--- config.mk ---
export PLATFORM = sky130hd
export DESIGN_NAME = laser_scan_telegram_deframer_core
export DESIGN_NICKNAME = d
export VERILOG_FILES = /design/src/rtl/lstd_pkg.sv /design/src/rtl/lstd_crc_unit.sv /design/src/rtl/lstd_window.sv /design/src/rtl/laser_scan_telegram_deframer_core.sv
export SDC_FILE = /design/constraint.sdc
export NUM_CORES = 1
export LEC_CHECK = 0
export BUFFER_PORTS_ARGS = -buffer_cell sky130_fd_sc_hd__buf_2
export CAP_MARGIN = 20
export CELL_PAD_IN_SITES_DETAIL_PLACEMENT = 1
export CELL_PAD_IN_SITES_GLOBAL_PLACEMENT = 2
export CORE_ASPECT_RATIO = 1.5
export CORE_MARGIN = 5
export CORE_UTILIZATION = 36
export CTS_CLUSTER_DIAMETER = 100
export DETAILED_ROUTE_END_ITERATION = 10
export GPL_ROUTABILITY_DRIVEN = 1
export PLACE_DENSITY = 0.74
export SLEW_MARGIN = 10
export SYNTH_ARGS = -nofsm -noshare
export SYNTH_HDL_FRONTEND = slang
export SYNTH_SLANG_ARGS = --single-unit
--- constraint.sdc ---
create_clock -name clk_i -period 5.5 [get_ports clk_i]
set_clock_uncertainty 0.2 [all_clocks]
set_input_delay 1.375 -clock clk_i [delete_from_list [all_inputs] [get_ports clk_i]]
set_output_delay 1.375 -clock clk_i [all_outputs]
set_load 0.05 [all_outputs]
--- src/rtl/lstd_pkg.sv ---
// shared types, constants and the crc byte fold for the scan telegram deframer
// no dependencies
`timescale 1ns / 1ps

package lstd_pkg;

  localparam int unsigned WinLen  = 24;
  localparam int unsigned FoldFirst = 4;
  localparam int unsigned FoldLen = WinLen - FoldFirst;
  localparam int unsigned FoldCntW = $clog2(FoldLen);

  localparam logic [15:0] CRC_INIT = 16'hFFFF;
  localparam logic [15:0] CRC_POLY = 16'h1021;

  localparam logic [10:0] FRAME_BYTES_RST = 11'd1548;
  localparam logic [10:0] MEAS_OFFSET_RST = 11'd24;
  localparam logic [10:0] FRAME_BYTES_MIN = 11'd32;
  localparam logic [10:0] MEAS_OFFSET_MIN = 11'd24;
  localparam logic [10:0] FRAME_START_POS = 11'(WinLen);
  localparam logic [9:0]  NUM_MEAS        = 10'd761;

  // start pattern bytes
  localparam logic [7:0] PAT_FF = 8'hFF;
  localparam logic [7:0] PAT_07 = 8'h07;
  localparam logic [7:0] PAT_02 = 8'h02;
  localparam logic [7:0] PAT_01 = 8'h01;
  localparam logic [7:0] PAT_00 = 8'h00;
  localparam logic [7:0] PAT_BB = 8'hBB;
  localparam logic [7:0] PAT_11 = 8'h11;

  // register indexes
  localparam logic CFG_FRAME_BYTES = 1'b0;
  localparam logic CFG_MEAS_OFFSET = 1'b1;

  // result kinds
  localparam logic KIND_DIST   = 1'b0;
  localparam logic KIND_STATUS = 1'b1;

  typedef struct packed {
    logic       shift;    // advance window by one byte
    logic       clear;    // back to all zero
    logic [7:0] fill;     // byte entering at the newest end
  } win_ctrl_t;

  // msb-first crc-16 fold of one byte, eight narrow steps
  function automatic logic [15:0] crc_fold(input logic [15:0] crc, input logic [7:0] b);
    logic [15:0] c;
    c = crc ^ {b, 8'h00};
    for (int k = 0; k < 8; k++) begin
      c = c[15] ? ((c << 1) ^ CRC_POLY) : (c << 1);
    end
    return c;
  endfunction

endpackage

--- src/rtl/lstd_crc_unit.sv ---
// shared crc-16 fold unit, one byte per cycle
// depends on lstd_pkg
`timescale 1ns / 1ps

module lstd_crc_unit
  import lstd_pkg::*;
(
  input  logic [15:0] crc_i,
  input  logic [7:0]  byte_i,
  output logic [15:0] crc_o
);

  assign crc_o = crc_fold(crc_i, byte_i);

endmodule

--- src/rtl/lstd_window.sv ---
// 24-byte hunting window with start pattern detector
// depends on lstd_pkg
`timescale 1ns / 1ps

module lstd_window
  import lstd_pkg::*;
(
  input  logic      clk_i,
  input  logic      rst_ni,
  input  win_ctrl_t ctrl_i,
  output logic [7:0] head_o,   // byte at the first folded position
  output logic      match_o
);

  logic [7:0] win_q [WinLen];
  logic       zeros_ok;

  always_ff @(posedge clk_i or negedge rst_ni) begin
    if (!rst_ni) begin
      for (int k = 0; k < WinLen; k++) win_q[k] <= '0;
    end else if (ctrl_i.clear) begin
      for (int k = 0; k < WinLen; k++) win_q[k] <= '0;
    end else if (ctrl_i.shift) begin
      for (int k = 0; k < WinLen - 1; k++) win_q[k] <= win_q[k+1];
      win_q[WinLen-1] <= ctrl_i.fill;
    end
  end

  always_comb begin
    zeros_ok = 1'b1;
    for (int k = 0; k < 6; k++) begin
      if (win_q[k] != PAT_00) zeros_ok = 1'b0;
    end
  end

  assign match_o = zeros_ok &&
                   win_q[8] == PAT_FF && win_q[9] == PAT_07 &&
                   win_q[10] == PAT_02 && win_q[11] == PAT_01 &&
                   win_q[12] == PAT_00 && win_q[13] == PAT_00 &&
                   win_q[20] == PAT_BB && win_q[21] == PAT_BB &&
                   win_q[22] == PAT_11 && win_q[23] == PAT_11;

  assign head_o = win_q[FoldFirst];

endmodule

--- src/rtl/laser_scan_telegram_deframer_core.sv ---
// top level of the scan telegram deframer: sequencer, registers, output stage
// depends on lstd_pkg, lstd_crc_unit, lstd_window
`timescale 1ns / 1ps

// Takes the scanner's received byte stream one byte at a time and hunts for the
// telegram start pattern in a 24-byte window. A byte inside a telegram is
// captured, then makes one pass through the shared crc unit and sequencer; a
// byte while hunting is captured, shifted into the window and pattern checked,
// and for the byte that completes the start pattern the crc unit then folds
// the 20 window bytes one per cycle. s_axis_tready is low while a byte is in
// work and while a result word cannot be placed because the previous one still
// waits. Inside a telegram every 16-bit little-endian word from meas_offset on
// gives a distance word (kind 0, up to 761 per telegram); the last telegram
// byte gives a status word (kind 1) with crc_ok and the computed crc, after
// which the block hunts again. Downstream should discard a telegram's distances
// unless crc_ok is set. frame_bytes below 32 acts as 32, meas_offset below 24
// as 24. Registers take effect at once and should be written while idle.

module laser_scan_telegram_deframer_core
  import lstd_pkg::*;
(
  input  logic        clk_i,
  input  logic        rst_ni,
  // byte stream in
  input  logic        s_axis_tvalid,
  output logic        s_axis_tready,
  input  logic [7:0]  s_axis_tdata,   // rx_byte[7:0]
  // result words out
  output logic        m_axis_tvalid,
  input  logic        m_axis_tready,
  output logic [39:0] m_axis_tdata,   // meas_index[9:0], distance_cm[22:10],
                                      // crc_ok[23], computed_crc[39:24]
  output logic        m_axis_tuser,   // kind
  // register writes
  input  logic        cfg_valid_i,
  output logic        cfg_ready_o,
  input  logic        cfg_index_i,
  input  logic [10:0] cfg_data_i
);

  typedef enum logic [3:0] {
    S_IDLE  = 4'b0001,
    S_STEP  = 4'b0010,
    S_CHECK = 4'b0100,
    S_FOLD  = 4'b1000
  } state_e;

  state_e state_q, state_d;

  logic [10:0] frame_bytes_q, meas_offset_q;
  logic [7:0]  byte_q;
  logic        in_frame_q, in_frame_d;
  logic [10:0] pos_q, pos_d;
  logic [15:0] crc_q, crc_d;
  logic [7:0]  lo_hold_q, lo_hold_d;
  logic [7:0]  crc_lo_q, crc_lo_d;
  logic [9:0]  meas_cnt_q, meas_cnt_d;
  logic [FoldCntW-1:0] fold_cnt_q, fold_cnt_d;

  logic        out_valid_q, out_valid_d;
  logic        out_kind_q, out_kind_d;
  logic [39:0] out_data_q, out_data_d;

  win_ctrl_t   win_ctrl;
  logic [7:0]  win_head;
  logic        win_match;
  logic [7:0]  crc_byte;
  logic [15:0] crc_next;

  logic [10:0] len, off;
  logic [11:0] pos_inc;
  logic        is_last, is_crc_lo, meas_ok, hi_byte, emit, out_free;
  logic [15:0] rx_crc;

  // register port, always ready
  assign cfg_ready_o = 1'b1;

  always_ff @(posedge clk_i or negedge rst_ni) begin
    if (!rst_ni) begin
      frame_bytes_q <= FRAME_BYTES_RST;
      meas_offset_q <= MEAS_OFFSET_RST;
    end else if (cfg_valid_i) begin
      case (cfg_index_i)
        CFG_FRAME_BYTES: frame_bytes_q <= cfg_data_i;
        CFG_MEAS_OFFSET: meas_offset_q <= cfg_data_i;
        default: ;
      endcase
    end
  end

  lstd_window u_window (
    .clk_i   (clk_i),
    .rst_ni  (rst_ni),
    .ctrl_i  (win_ctrl),
    .head_o  (win_head),
    .match_o (win_match)
  );

  // the one crc unit: telegram bytes in S_STEP, window bytes in S_FOLD
  assign crc_byte = (state_q == S_FOLD) ? win_head : byte_q;

  lstd_crc_unit u_crc (
    .crc_i  (crc_q),
    .byte_i (crc_byte),
    .crc_o  (crc_next)
  );

  // clamped registers and frame position decode
  assign len       = (frame_bytes_q < FRAME_BYTES_MIN) ? FRAME_BYTES_MIN : frame_bytes_q;
  assign off       = (meas_offset_q < MEAS_OFFSET_MIN) ? MEAS_OFFSET_MIN : meas_offset_q;
  assign pos_inc   = {1'b0, pos_q} + 12'd1;
  assign is_last   = pos_inc >= {1'b0, len};
  assign is_crc_lo = (pos_inc + 12'd1) == {1'b0, len};
  assign meas_ok   = (pos_q >= off) && (meas_cnt_q < NUM_MEAS);
  assign hi_byte   = pos_q[0] ^ off[0];
  assign emit      = is_last || (meas_ok && hi_byte);
  assign out_free  = !out_valid_q || m_axis_tready;
  assign rx_crc    = {byte_q, crc_lo_q};

  assign s_axis_tready = (state_q == S_IDLE);

  always_comb begin
    state_d     = state_q;
    in_frame_d  = in_frame_q;
    pos_d       = pos_q;
    crc_d       = crc_q;
    lo_hold_d   = lo_hold_q;
    crc_lo_d    = crc_lo_q;
    meas_cnt_d  = meas_cnt_q;
    fold_cnt_d  = fold_cnt_q;
    out_valid_d = out_valid_q && !m_axis_tready;
    out_kind_d  = out_kind_q;
    out_data_d  = out_data_q;
    win_ctrl    = '{shift: 1'b0, clear: 1'b0, fill: 8'h00};

    case (state_q)
      S_IDLE: begin
        if (s_axis_tvalid) state_d = S_STEP;
      end

      S_STEP: begin
        if (!in_frame_q) begin
          win_ctrl = '{shift: 1'b1, clear: 1'b0, fill: byte_q};
          state_d  = S_CHECK;
        end else if (!emit) begin
          if (is_crc_lo) crc_lo_d = byte_q;
          else           crc_d    = crc_next;
          pos_d = pos_inc[10:0];
          if (meas_ok) lo_hold_d = byte_q;
          state_d = S_IDLE;
        end else if (out_free) begin
          // result word goes out; wait here while the stage is still full
          out_valid_d = 1'b1;
          if (is_last) begin
            out_kind_d  = KIND_STATUS;
            out_data_d  = {crc_q, rx_crc == crc_q, 13'd0, meas_cnt_q};
            win_ctrl    = '{shift: 1'b0, clear: 1'b1, fill: 8'h00};
            in_frame_d  = 1'b0;
            pos_d       = '0;
            crc_d       = CRC_INIT;
            lo_hold_d   = '0;
            crc_lo_d    = '0;
            meas_cnt_d  = '0;
          end else begin
            if (is_crc_lo) crc_lo_d = byte_q;
            else           crc_d    = crc_next;
            pos_d       = pos_inc[10:0];
            out_kind_d  = KIND_DIST;
            out_data_d  = {16'd0, 1'b0, byte_q[4:0], lo_hold_q, meas_cnt_q};
            meas_cnt_d  = meas_cnt_q + 10'd1;
          end
          state_d = S_IDLE;
        end
      end

      S_CHECK: begin
        if (win_match) begin
          crc_d      = CRC_INIT;
          fold_cnt_d = '0;
          state_d    = S_FOLD;
        end else begin
          state_d = S_IDLE;
        end
      end

      S_FOLD: begin
        // window bytes 4..23 pass the head tap in order
        crc_d    = crc_next;
        win_ctrl = '{shift: 1'b1, clear: 1'b0, fill: 8'h00};
        fold_cnt_d = fold_cnt_q + FoldCntW'(1);
        if (fold_cnt_q == FoldCntW'(FoldLen - 1)) begin
          in_frame_d = 1'b1;
          pos_d      = FRAME_START_POS;
          meas_cnt_d = '0;
          lo_hold_d  = '0;
          crc_lo_d   = '0;
          state_d    = S_IDLE;
        end
      end

      default: state_d = S_IDLE;
    endcase
  end

  always_ff @(posedge clk_i or negedge rst_ni) begin
    if (!rst_ni) begin
      state_q     <= S_IDLE;
      in_frame_q  <= 1'b0;
      pos_q       <= '0;
      crc_q       <= CRC_INIT;
      lo_hold_q   <= '0;
      crc_lo_q    <= '0;
      meas_cnt_q  <= '0;
      fold_cnt_q  <= '0;
      out_valid_q <= 1'b0;
    end else begin
      state_q     <= state_d;
      in_frame_q  <= in_frame_d;
      pos_q       <= pos_d;
      crc_q       <= crc_d;
      lo_hold_q   <= lo_hold_d;
      crc_lo_q    <= crc_lo_d;
      meas_cnt_q  <= meas_cnt_d;
      fold_cnt_q  <= fold_cnt_d;
      out_valid_q <= out_valid_d;
    end
  end

  // payload registers
  always_ff @(posedge clk_i) begin
    if (state_q == S_IDLE && s_axis_tvalid) byte_q <= s_axis_tdata;
    out_kind_q <= out_kind_d;
    out_data_q <= out_data_d;
  end

  assign m_axis_tvalid = out_valid_q;
  assign m_axis_tdata  = out_data_q;
  assign m_axis_tuser  = out_kind_q;

  // fold only ever starts from hunting
  a_fold_hunting: assert property (@(posedge clk_i) disable iff (!rst_ni)
    state_q == S_FOLD |-> !in_frame_q)
    else $error("crc fold while inside a telegram");

  // inside a telegram the position never falls below the window length
  a_pos_range: assert property (@(posedge clk_i) disable iff (!rst_ni)
    in_frame_q |-> pos_q >= FRAME_START_POS)
    else $error("frame position below window length");

  // distance count bounded per telegram
  a_meas_bound: assert property (@(posedge clk_i) disable iff (!rst_ni)
    meas_cnt_q <= NUM_MEAS)
    else $error("too many distances in one telegram");

  // a placed status word ends the telegram
  a_status_ends: assert property (@(posedge clk_i) disable iff (!rst_ni)
    (state_q == S_STEP && in_frame_q && is_last && out_free)
      |=> (!in_frame_q && m_axis_tvalid && m_axis_tuser == KIND_STATUS))
    else $error("status word without return to hunting");

endmodule
==> results.md, run 1 <==
* Result of the run: finished clean
* Top FF cell, synth: dfrtp_1
* Number of warnings printed during yosys synthesis at 0
* Buffer cell driving the clock tree root: clkbuf_16
* Global-route wire length before repair at 67,300 µm
* Global-route total usage across every layer at 0.180
* CTS max path bufs at 3
* Clock Sink Count at 327
* DR DRC count at 0
* GPL Wtd Cong at 0.847
* CP Class: reg2reg
* Largest cells by area after synthesis: dfrtp_1 (42%), nand2_1 (11%), edfxtp_1 (9.7%)
* Syn nets at 1,627
* Detailed-route wire length at 41,600 µm
* Post-CTS Repair Setup Buffers at 0
* Leakage Power at 8.58 nW
* Transition time of the tightest slew-check pin at 1.04 ns
* Worst Path Max Fanout at 23
* Power density over cell area at 392 mW/mm²
* Detailed Route Iter0 Violations at 520
* Most used standard cells in the synthesized netlist: nand2_1 (433), dfrtp_1 (255), nand3_1 (200)
* Number of placement rows at 92
* Layout Area Growth over Synthesis at 14.4%
* Largest delay contributor family on the critical path: compound AO/OA/AOI/OAI gates
* Combined buffer and inverter count along the critical path at 1
* Data arrival time of the critical path at 5.04 ns
* Count of placed standard cells in the final layout, fillers left out at 2,199
* Cell type with the highest aggregate area in the netlist: dfrtp_1
* Cts bufs inserted at 36
* Vias per cell at 5.19
* Worst setup SP type: flip-flop
* Die X-Extent at 178 µm
* Clock-pin transition on the worst setup and hold timing paths at 0.07 ns
* Cell Count Post-Placement at 2,134
* Vertical die dimension at 261 µm
* Sequential cell area fraction in the yosys report at 0.558
* Min-delay src: u_window.win_q[69]
* Sum of overflow across all layers after global routing at 0
* Count of mapped cells out of synthesis at 1,575
* Count of different cell masters after synthesis at 78
* Cell with the biggest individual delay on the critical path: dfrtp_1
* Worst path max stage delay at 0.56 ns
* Final HPWL DP at 28,300 µm
* Number of buffer cells added on primary ports at 67
* Initial core utilization at 0.362
* H-tree levels at 2
* Clock tree from TritonCTS: built
* Share of async-settable or async-resettable flops after synthesis at 0.850
* Most common cell in the netlist: nand2_1
* Synthesized area at 0.0152 mm²
* Sum of internal, switching and leakage power at 6.81 mW
* Resized cells post-CTS at 0
* Max Clock Freq at 209 MHz
* Minimum period implied by the final worst setup slack at 4.79 ns
* CP Capture Type: flip-flop
* Number of buffers inserted by hold repair at cts at 0
* Worst-Skew Late Latency at 0.53 ns
* Antenna violations before repair at 0
* Post-route clock period utilization at 0.870
* Largest voltage drop on the vdd net at 194 µV
* Worst hold path type: reg2reg
* Number of endpoints with negative hold slack in the final report at 0
* CP startpoint: pos_q[0]
* Detailed-routing iteration count for the pre-antenna-repair pass at 6
* Die Outline Area at 0.0464 mm²
* Max-capacitance violation count at 0
* Worst r2r src: pos_q[0]
* Area share of the leading cell type in the synthesized netlist at 0.421
* Floorplan Core Area at 0.0419 mm²
* EDFF count, synth at 49
* I/O pin total at 69
* Net count, final at 1,661
* Crit-path most repeated cell: ha_1
* Final slew viol count at 0
* RSZ-0062 raised after global routing: false
* Setup TNS at 0 ns
* Number of diodes at 0
* Data required time of the critical path at 5.75 ns
* Worst slack, placed at 0.734 ns
* Flip-flop and latch count after synthesis at 327
* Fraction of final layout cells with drive strength greater than 1 at 0.135
* Post-synthesis area per instance at 9.63 µm²
* Final Hold Slack at 0.266 ns
* Number of global-route vias before repair at 12,100
* Post-route cell area at 0.0174 mm²
* Maximum number of pins on one net before global-route repair at 185
* Post-route worst setup slack at 0.713 ns
* Area of placed instances at 0.0161 mm²
* Share of the core filled with cells in the final layout at 0.414
* Slew headroom at 0.297
* Detail-routed net length per standard cell at 18.9 µm
* Via Count at 11,400
* Cell chain of the critical path: ha_1 -> nand2_1 -> nor3_1 -> xnor2_1 -> ha_1 -> and3_1 -> a311o_1 -> a41o_1 -> a211oi_2 -> o21ai_1 -> buf_4 -> a21oi_2 -> mux2i_1
* Post-route ant nets at 0
* Setup violation total in the final timing report at 0
-- placed cells by master, fill, tap and decap left out, types with 15 or more instances in the layout --
cell and count:
nand2_1 432, dfrtp_1 255, nand3_1 200, buf_2 66, nor2_1 63, inv_1 61, edfxtp_1 49, clkbuf_16 38
xnor2_1 32, a21oi_1 29, nor4_1 27, o21ai_0 27, ha_1 27, xor2_1 24, dfstp_2 23, mux2_2 18
buf_4 18, nand4_1 15
-- routing by layer --
| metal | GRT usage | share of wire |
|---|---|---|
| met5 | 0 | 0 |
| met4 | 0.0649 | 0.036 |
| met3 | 0.0218 | 0.026 |
| met2 | 0.330 | 0.53 |
| met1 | 0.216 | 0.41 |
-- flip-flops by register name, indices dropped and copies added, names as in the netlist, 8 cells and up --
| register | cells |
|---|---|
| byte_q | 8 |
| crc_lo_q | 8 |
| crc_q | 16 |
| frame_bytes_q | 11 |
| lo_hold_q | 8 |
| m_axis_tdata | 40 |
| meas_cnt_q | 10 |
| meas_offset_q | 11 |
| pos_q | 11 |
| u_window.head_o | 8 |
| u_window.win_q | 184 |
-- tightest hold or removal path: cells and delay by family (launching register included) --
family	cells	cell delay, ns
flops	1	0.34
simple gates	2	0.10
-- area by class of cell --
cell class                      instances  area [µm²]
Sequential cell                       327        8460
Fill cell                            4815       24500
Clock buffer                           47        1020
Inverter                               61         229
Multi-Input combinational cell       1092        6120
Clock inverter                         17         214
Tap cell                              564         706
Timing Repair Buffer                   91         601
-- final timing paths --
kind | end | slack, ns | depth (start not counted)
max | lo_hold_q[5] | 0.71 | 13
min | u_window.win_q[69] | 0.27 | 2
max reg2reg | lo_hold_q[5] | 0.71 | 13
min reg2reg | u_window.win_q[69] | 0.27 | 2
max in group asynchronous | u_window.win_q[23] | 3.34 | 2
min in group asynchronous | meas_offset_q[7] | 0.74 | 1
-- cells by family after synthesis --
kind of cell | count (synthesis) | share of synthesized area
buffers and inverters | 156 | 0.0416
AND/OR/NAND/NOR | 819 | 0.245
AO/OA/AOI/OAI | 158 | 0.0763
XOR/XNOR | 59 | 0.0368
flip-flops | 327 | 0.558
other | 1 | 0.000247
multiplexers | 28 | 0.0200
adder cells (fa/ha/maj) | 27 | 0.0223
-- power by group --
part | switching (mW) | internal [mW] | leakage (nW) | total, mW
registers | 0.229 | 2.70 | 4.17 | 2.93
clock network | 1.02 | 1.51 | 0.601 | 2.54
logic | 0.798 | 0.540 | 3.80 | 1.34
Power figures use the tool's default switching activity.
==> inputs of run 2 (changes only) <==
==> constraint.sdc (replaced) <==
create_clock -name clk_i -period 5.5 [get_ports clk_i]
set_clock_uncertainty 0.2 [all_clocks]
set_input_delay 0 -clock clk_i [delete_from_list [all_inputs] [get_ports clk_i]]
set_output_delay 0 -clock clk_i [all_outputs]
set_load 0.05 [all_outputs]
==> results.md, run 2 (synthesis results as in run 1) <==
* Number of placement rows at 92
* Transition time of the tightest slew-check pin at 1.00 ns
* Die Outline Area at 0.0464 mm²
* Worst setup SP type: flip-flop
* Max Clock Freq at 208 MHz
* Leakage Power at 8.73 nW
* Internal power contribution at 4.69 mW
* Layout Area Growth over Synthesis at 16.9%
* Most frequent standard cell in the layout excluding fill and tap cells: nand2_1
* Die X-Extent at 178 µm
* H-tree levels at 2
* Global-route wire length before repair at 67,800 µm
* Clock Sink Count at 327
* Net count, final at 1,703
* Setup TNS at 0 ns
* Initial core utilization at 0.362
* I/O pin total at 69
* Detailed Route Iter0 Violations at 613
* Fraction of power consumed by sequential logic at 0.434
* Cell Count Post-Placement at 2,130
* Post-CTS Repair Setup Buffers at 0
* Filler cell count at 4,848
* Count of placed standard cells in the final layout, fillers left out at 2,243
* Detailed-routing iteration count for the pre-antenna-repair pass at 4
* Switching part of the total power at 0.304
* Top library cells by usage in the layout, fill and taps aside: nand2_1 (432), dfrtp_1 (255), nand3_1 (200), buf_2 (66), nor2_1 (63)
* Min-delay src: cfg_data_i[10]
* Vias per cell at 5.12
* Buffer cell driving the clock tree root: clkbuf_16
* Data arrival time of the critical path at 5.07 ns
* Largest register by flop count: u_window.win_q
* Number of buffer cells added on primary ports at 67
* Cts bufs inserted at 36
* DR DRC count at 0
* CP Class: reg2reg
* Endpoint with the worst hold slack: meas_offset_q[10]
* Comb power frac at 0.203
* Number of buffers inserted by hold repair at cts at 45
* Setup violation total in the final timing report at 0
* Largest voltage drop on the vdd net at 308 µV
* GPL Wtd Cong at 0.831
* Detailed-route wire length at 42,100 µm
* Maximum number of pins on one net before global-route repair at 185
* Net switching component of the power at 2.05 mW
* Via Count at 11,500
* Final slew viol count at 0
* Max-capacitance violation count at 0
* Clock-pin transition on the worst setup and hold timing paths at 0.06 ns
* Post-route clock period utilization at 0.873
* CTS max path bufs at 3
* Number of global-route vias before repair at 12,200
* Worst Path Max Fanout at 11
* Detail-routed net length per standard cell at 18.8 µm
* Power density over cell area at 380 mW/mm²
* Number of flip-flops in the largest register at 184
* Worst hold path type: in2reg
* Data required time of the critical path at 5.77 ns
* Vertical die dimension at 261 µm
* Number of endpoints with negative hold slack in the final report at 0
* Post-route ant nets at 0
* Post-route worst setup slack at 0.699 ns
* Minimum period implied by the final worst setup slack at 4.80 ns
* RSZ-0062 raised after global routing: false
* Result of the run: finished clean
* R2R cell count at 12
* Hold path depth at 3
* Sum of internal, switching and leakage power at 6.75 mW
* Global-route total usage across every layer at 0.182
* Number of diodes at 0
* CP startpoint: pos_q[0]
* Final HPWL DP at 27,800 µm
* Worst-Skew Late Latency at 0.54 ns
* Clock tree from TritonCTS: built
* Endpoint of the most critical register-to-register path: crc_lo_q[3]
* Worst slack, placed at 0.707 ns
* Part of the total power dissipated in the clock network at 0.363
* Floorplan Core Area at 0.0419 mm²
* Resized cells post-CTS at 0
* Antenna violations before repair at 0
* CP Capture Type: flip-flop
* Worst r2r src: pos_q[0]
* Fraction of final layout cells with drive strength greater than 1 at 0.127
* Register-to-register setup slack at 0.70 ns
* Slew headroom at 0.323
* Sum of overflow across all layers after global routing at 0
==> run 2: how the worst max path moves through the flow <==
stage	to	slack [ns]	depth (start not counted)
after floorplan	m_axis_tdata[0]	0.33	12
after CTS	crc_lo_q[3]	0.69	12
after global placement	crc_lo_q[3]	0.86	12
final	crc_lo_q[3]	0.70	12
after global routing	lo_hold_q[7]	0.26	13
after detailed placement	crc_lo_q[3]	0.71	12
==> run 2: layout make-up <==
cell class / instances / area (µm²) / share of cell area
multi-input cells: 1092 / 6120 / 0.345
well taps: 564 / 706 / 0.0398
clock buffers: 54 / 1050 / 0.0592
clock inverters: 12 / 136 / 0.00769
repair buffers: 133 / 1030 / 0.0584
inverters: 61 / 229 / 0.0129
flip-flops and latches: 327 / 8460 / 0.477
==> run 2: metrics by stage <==
step	hold WS, ns	utilization	instance area, µm²
floorplan	-0.496	-	15200
global placement	-0.216	0.383	16100
detailed placement	-0.211	0.383	16100
CTS	0.0246	0.423	17700
global route	0.0406	0.423	17700
finish	0.0440	0.423	17700
==> run 2: routing by layer <==
metal  wire [µm]  vias up  track usage
met1       17400     5765        0.221
met4        1380        0       0.0626
met5           0        -            0
met2       22300      125        0.333
met3         948       72       0.0222
li1            -     5530            -
==> run 2: power groups by stage <==
stage	logic (mW)	clock network, mW	registers, mW
after detailed placement	1.34	0	2.97
final	1.37	2.45	2.93
after CTS	1.39	2.53	2.93
after floorplan	1.02	0	2.87
after global placement	1.30	0	2.96
after global routing	1.53	2.63	2.95
==> run 2: worst max-delay path, stage by stage (launching register included) <==
cell and delay (ns):
dfrtp_1 0.54, ha_1 0.42, nand2_1 0.21, nor3_1 0.47, xnor2_1 0.17, ha_1 0.32, and3_1 0.17, a311o_1 0.31
a41o_1 0.30, nor2_2 0.23, nand2_1 0.36, or4_1 0.81, o21ai_1 0.20
